==> config.mk <==
export PLATFORM = sky130hd
export DESIGN_NAME = prcc_match
export DESIGN_NICKNAME = d
export VERILOG_FILES = /design/src/rtl/core/prcc_pkg.sv /design/src/rtl/core/prcc_match.sv
export SDC_FILE = /design/constraint.sdc
export NUM_CORES = 1
export LEC_CHECK = 0
export BUFFER_PORTS_ARGS = -buffer_cell sky130_fd_sc_hd__buf_2
export CAP_MARGIN = 25
export CORE_AREA = 3 3 158 160
export DETAILED_ROUTE_END_ITERATION = 12
export DIE_AREA = 0 0 161 163
export PLACE_DENSITY_LB_ADDON = 0.12
export SLEW_MARGIN = 20
export SYNTH_ARGS = -nofsm -noshare
export SYNTH_HDL_FRONTEND = slang
export SYNTH_SLANG_ARGS = --single-unit
==> constraint.sdc <==
create_clock -name vclk -period 2.5
set_input_delay 0.25 -clock vclk [all_inputs]
set_output_delay 0.25 -clock vclk [all_outputs]
set_load 0.01 [all_outputs]
==> src/rtl/core/prcc_pkg.sv <==
// Package for the packet rule chain classifier.
// Holds field widths, transfer structs, rule codes and default parameters.
// Has no dependencies.
`timescale 1ns / 1ps
`default_nettype none
package prcc_pkg;

  localparam int CHAIN_DEPTH_DEF = 32;
  localparam int HOOK_COUNT_DEF  = 5;
  localparam int RULE_IDS_DEF    = 256;

  localparam int HOOK_EN_W = 5;
  localparam int ID_W      = 8;
  localparam int CTRL_W    = 40;
  localparam int WORD_W    = 64;

  localparam logic       FUNC_CLASSIFY = 1'b0;
  localparam logic       FUNC_WRITE    = 1'b1;

  localparam logic [1:0] SEL_ADDR = 2'd0;
  localparam logic [1:0] SEL_MASK = 2'd1;
  localparam logic [1:0] SEL_PORT = 2'd2;
  localparam logic [1:0] SEL_CTRL = 2'd3;

  localparam logic [1:0] MT_ANY    = 2'd1;
  localparam logic [1:0] MT_MASKED = 2'd2;
  localparam logic [1:0] MT_RANGE  = 2'd2;

  localparam logic [7:0] PROTO_ICMP = 8'd1;
  localparam logic [7:0] PROTO_TCP  = 8'd6;
  localparam logic [7:0] PROTO_UDP  = 8'd17;

  localparam logic [7:0] PMASK_TCP  = 8'h01;
  localparam logic [7:0] PMASK_UDP  = 8'h02;
  localparam logic [7:0] PMASK_ICMP = 8'h04;

  typedef struct packed {
    logic        func;
    logic [2:0]  hook;
    logic [4:0]  slot;
    logic [1:0]  word_sel;
    logic [63:0] word_data;
    logic [31:0] src_ip;
    logic [31:0] dst_ip;
    logic [7:0]  protocol;
    logic [15:0] sport;
    logic [15:0] dport;
    logic        ports_ok;
  } in_item_t;

  typedef struct packed {
    logic        matched;
    logic [1:0]  action;
    logic [7:0]  rule_id;
    logic [63:0] hit_count;
  } out_item_t;

endpackage
`default_nettype wire

==> src/rtl/core/prcc_match.sv <==
// Rule compare unit: tests one stored rule against the held packet header.
// Depends on prcc_pkg.
`timescale 1ns / 1ps
`default_nettype none
module prcc_match (
  input  wire prcc_pkg::in_item_t    pkt,
  input  wire logic [63:0]           addr_w,
  input  wire logic [63:0]           mask_w,
  input  wire logic [63:0]           port_w,
  input  wire logic [39:0]           ctrl_w,
  output logic                       hit
);

  function automatic logic ip_ok(logic [31:0] p, logic [31:0] v, logic [31:0] m,
                                 logic [1:0] t);
    logic r;
    if (t == prcc_pkg::MT_ANY) begin
      r = (v == '0);
    end else if (t == prcc_pkg::MT_MASKED) begin
      r = (m == '0) ? (v == '0) : ((p & m) == (v & m));
    end else begin
      r = (p == v);
    end
    return r;
  endfunction

  function automatic logic port_ok(logic [15:0] p, logic [15:0] lo, logic [15:0] hi,
                                   logic [1:0] t);
    logic r;
    logic in_rng;
    in_rng = (p >= lo) && (p <= hi);
    if (t == prcc_pkg::MT_ANY) begin
      r = (lo == '0);
    end else if (t == prcc_pkg::MT_RANGE) begin
      r = (hi == '0) ? (p == lo) : in_rng;
    end else begin
      r = (hi != '0 && hi != lo) ? in_rng : (p == lo);
    end
    return r;
  endfunction

  logic [7:0] prot, pmsk, flags;
  logic       sip_pass, dip_pass, prot_pass, port_pass, l4;

  always_comb begin
    prot  = ctrl_w[7:0];
    pmsk  = ctrl_w[15:8];
    flags = ctrl_w[23:16];
    sip_pass = (addr_w[31:0] == '0 && mask_w[31:0] == '0) ||
               ip_ok(pkt.src_ip, addr_w[31:0], mask_w[31:0], flags[1:0]);
    dip_pass = (addr_w[63:32] == '0 && mask_w[63:32] == '0) ||
               ip_ok(pkt.dst_ip, addr_w[63:32], mask_w[63:32], flags[3:2]);
    if (prot == '0 && pmsk == '0) begin
      prot_pass = 1'b1;
    end else if (pmsk == '0) begin
      prot_pass = (pkt.protocol == prot);
    end else if (pkt.protocol == prcc_pkg::PROTO_TCP) begin
      prot_pass = (pmsk & prcc_pkg::PMASK_TCP) != '0;
    end else if (pkt.protocol == prcc_pkg::PROTO_UDP) begin
      prot_pass = (pmsk & prcc_pkg::PMASK_UDP) != '0;
    end else if (pkt.protocol == prcc_pkg::PROTO_ICMP) begin
      prot_pass = (pmsk & prcc_pkg::PMASK_ICMP) != '0;
    end else begin
      prot_pass = 1'b0;
    end
    l4 = (pkt.protocol == prcc_pkg::PROTO_TCP) || (pkt.protocol == prcc_pkg::PROTO_UDP);
    port_pass = !l4 ||
                (port_ok(pkt.sport, port_w[15:0], port_w[31:16], flags[5:4]) &&
                 port_ok(pkt.dport, port_w[47:32], port_w[63:48], flags[7:6]));
    hit = sip_pass && dip_pass && prot_pass && port_pass;
  end

endmodule
`default_nettype wire

# After elaboration in Yosys (flattened, before gate mapping)
# Cells that the tools add are included.
# word_totals
reg_bits	0
latch_bits	0
mem_bits_rw	0
romBits	0
in_bits	412
out_inout_bits	1
word_cells	75
mem_count	0
# classes
n_addsub	0
n_mul	0
div_mod_pow	0
order_cmp	4
eq_ne	20
shifts	0
mux	19
n_bitwise	4
reduce_logical	28
# op_table
op	n
$and A32 B32 Y32	4
$eq A32 B32 Y1	4
$logic_not A32 Y1	4
$logic_not A16 Y1	4
$eq A16 B16 Y1	2
$ge A16 B16 Y1	2
$le A16 B16 Y1	2
$ne A16 B16 Y1	2
$reduce_bool A16 Y1	2
$mux W1	19
$logic_not A8 Y1	2
$logic_and A1 B1 Y1	11
$eq A2 B1 Y1 const B	4
$eq A2 B2 Y1 const B	4
$eq A8 B1 Y1 const B	1
$eq A8 B3 Y1 const B	1
$eq A8 B5 Y1 const B	1
$eq A8 B8 Y1	1
$logic_or A1 B1 Y1	4
$logic_not A1 Y1	1

# Depth between registers and ports, before layout
# logic_depth
depth_word	9
mapped_depth	9

# Worst setup path before layout
# OpenSTA, ideal clock, no wires.
# synth_timing
path_type	input port to output port
start	input port port_w[13]
end	output port hit
arrival_time_ps	1979
t_required_ps	2250
setup_slack_ps	271
cell_stages	8
path_cell_list	inv_1 > ha_1 > and4_1 > nand4_1 > or4_1 > a211oi_1 > o22ai_1 > and4b_1
# synth_between
elab_chain_len	8
elab_cells_between_ends	13
classes_between	1 x order compare; 2 x eq/ne; 4 x mux; 6 x reduce/logical
# synth_lines
item	line_no	text
start, declared	prcc_match.sv:9	input wire logic [63:0] port_w,
$ge A16 B16 Y1 or $ne A16 B16 Y1 (tied branches)	prcc_match.sv:31, prcc_match.sv:37	
$logic_and A1 B1 Y1, on equally long branches	prcc_match.sv:31, prcc_match.sv:37	
$mux W1, on equally long branches	prcc_match.sv:37, prcc_match.sv:35	
$mux W1	prcc_match.sv:34	end else if (t == prcc_pkg::MT_RANGE) begin
$mux W1 (*)	prcc_match.sv:32	if (t == prcc_pkg::MT_ANY) begin
$logic_and A1 B1 Y1 (*)	prcc_match.sv:68	(port_ok(pkt.sport, port_w[15:0], port_w[31:16], flags[5:4]) &&
$logic_or A1 B1 Y1 (*)	prcc_match.sv:67	port_pass = !l4 ||
$logic_and A1 B1 Y1 (*)	prcc_match.sv:70	hit = sip_pass && dip_pass && prot_pass && port_pass;
end, declared	prcc_match.sv:11	output logic hit
# Mark *: on every way between the ends. The rest lies on a longest branch, timed or not.

# Worst setup path after layout
# layout_timing
start	input port port_w[11]
end	output port hit
# Same word-level chain as after synthesis.

==> flow_summary.yaml <==
outcome:
  status: "complete, but fails checks"
  violations: "setup timing"
worst_setup_path:
  cp_slowest_cell: "a221o_1"
  required_ns: 2.25
  timing.critical_path.cells: "buf_2 -> inv_2 -> ha_4 -> and2_4 -> a221o_1 -> a221o_1 -> a211oi_2 -> a211oi_4 -> o22ai_1 -> and4b_1 -> buf_2"
  crit_path_end_kind: "primary output"
  worst-endpoint-arrival_ns: 2.35
  critPathLaunchType: "input pin"
  cp_max_fo: 3
  max_stage_delay_ns: 0.36
  crit_type: "in -> out"
grt:
  grt_pass1_wl_mm: 32.6
  antenna_found_initial: 1
  grt_max_degree: 5
  grt_overflow: 0
  grtUsageTotal_pct: 15.4
  grt_pass1_vias: 5953
  grtUsageMet3_pct: 2.72
  grt_use_met1_pct: 19.8
  use_met2_pct: 28.1
  grt-busiest-layer: "met2"
drt:
  vias: 5419
  drt-wirelength-per-cell_um: 17.8
  ant_nets: 0
  wl_mm: 21.5
  drtPass1Iterations: 4
  via_per_inst: 4.48
  drt_iter0_markers: 208
  route.detailed.drc: 0
synthesis:
  synth_seq_area_share_pct: 0
  yosysTopAreaCell: "xor2_1"
  postSynthAreaPerCell_um2: 7.30
  netlist_instances: 505
  netlist_area_um2: 3690
  ys_top_cells_by_area: "xor2_1 (23%), ha_1 (22%), nor4_1 (12%)"
  yosysTopAreaCellShare_pct: 22.6
  yosysUniqueCellTypes: 40
  yosysWarningCount: 0
  yosysMostFrequentCell: "xor2_1"
  syn-num-nets: 981
  synth_common_cells: "xor2_1 (95), nor4_1 (73), inv_1 (67)"
sta:
  post-route-min-period_ns: 2.60
  setup_ws_ns: -0.102
  rsz0062_at_grt: "yes"
  slew_violations: 0
  worst_pin_slew_ns: 0.519
  setup_viol: 1
  max_slew_margin_pct: 65.0
  hold_ws_ns: 1.30
  fin_crit_sh_pct: 104
  fmax_mhz: 384
  finalHoldViolations: 0
die:
  dieArea_um2: 26200
  start_util_pct: 15.7
  num_io_pins: 413
  rows: 56
  placeableCoreArea_um2: 23500
  fp.dieH_um: 163
  die_w_um: 161
finish:
  nClkBuffers: 0
  num-fill-cells: 2734
  diodes: 0
  seq_cells: 0
  area_delta_synth_final_pct: 71.9
  regArea_um2: 0
  fin_nets: 1369
  drive_gt1_share_pct: 46.4
power:
  p_leak_nw: 3.30
  vdd_drop_max_uv: 69.1
  fin_total_pwr_mw: 1.04
  p_per_area_nw_per_um2: 163
placed_design:
  globalplace.congestion: 0.884
  port_buffers: 321
  hpwlAfterDp_mm: 20.4
clocking:
  hold_buffers: 0
  cts_setup_buffers: 0
worst_hold_path:
  min_path_type: "in -> out"
job:
  drv_cap: 0
stage by stage:
stage	setup slack [ns]	area (µm²)	cells	TNS, ns	utilization, %
after floorplan	0.271	3690	505	0	-
after global placement	-0.399	6180	1210	-0.399	26.3
after detailed placement	-0.389	6180	1210	-0.389	26.3
after CTS	-0.123	6310	1210	-0.123	26.8
after global routing	-0.221	6340	1210	-0.221	26.9
final	-0.102	6340	1210	-0.102	26.9
critical path, delay by kind of cell:
kind                     cells  cell delay, ns
AND/OR/NAND/NOR              2            0.38
adder cells (fa/ha/maj)      1            0.19
buffers and inverters        3            0.34
AO/OA/AOI/OAI                5            1.18
report_power, final:
part	internal (mW)	switching [mW]
Sequential	0	0
Clock	0	0
Combinational	0.507	0.528
Total	0.507	0.528
layout make-up:
class	count	area, µm²	area share (%)
multi-input combinational	438	3570	56.3
timing repair buffer	386	2120	33.4
tap	319	399	6.30
inverter	67	251	3.97
placed cells by master, fill, tap and decap left out, types with 13 or more instances in the layout:
| master | count |
|---|---|
| ha_1 | 62 |
| nand4_1 | 32 |
| nand2_1 | 16 |
| a22oi_1 | 13 |
| xor2_1 | 93 |
| inv_1 | 65 |
| a21oi_1 | 31 |
| nor4_1 | 71 |
| buf_2 | 317 |
| buf_4 | 65 |
what timing repair did:
item,in CTS,in global routing
setup endpoints to repair,1,1
resized for setup,24,6
cloned,0,0
pin swaps,18,7
path summary, 6_finish.rpt:
kind	from	endpoint	slack, ns	depth (start not counted)
max	port_w[11]	hit	-0.10	11
min	ctrl_w[19]	hit	1.30	6
per-layer routing:
layer  part of all wire [%]  vias up  wire, µm
met1                     43     2469      9300
met5                  0.033        -         7
li1                       -     2716         -
met4                   0.62        2       133
met3                    6.9       10      1480
met2                     49      222     10600
cells by family (layout without fill, tap and decap cells):
family / Yosys count / count (layout) / synth area share [%]
AO/OA/AOI/OAI: 104 / 104 / 19.8
XOR/XNOR: 106 / 106 / 25.4
adder cells (fa/ha/maj): 64 / 64 / 21.7
buffers and inverters: 67 / 453 / 6.82
multiplexers: 1 / 1 / 0.305
AND/OR/NAND/NOR: 163 / 163 / 26.0
Note: power is estimated with default switching activity, not from simulation.
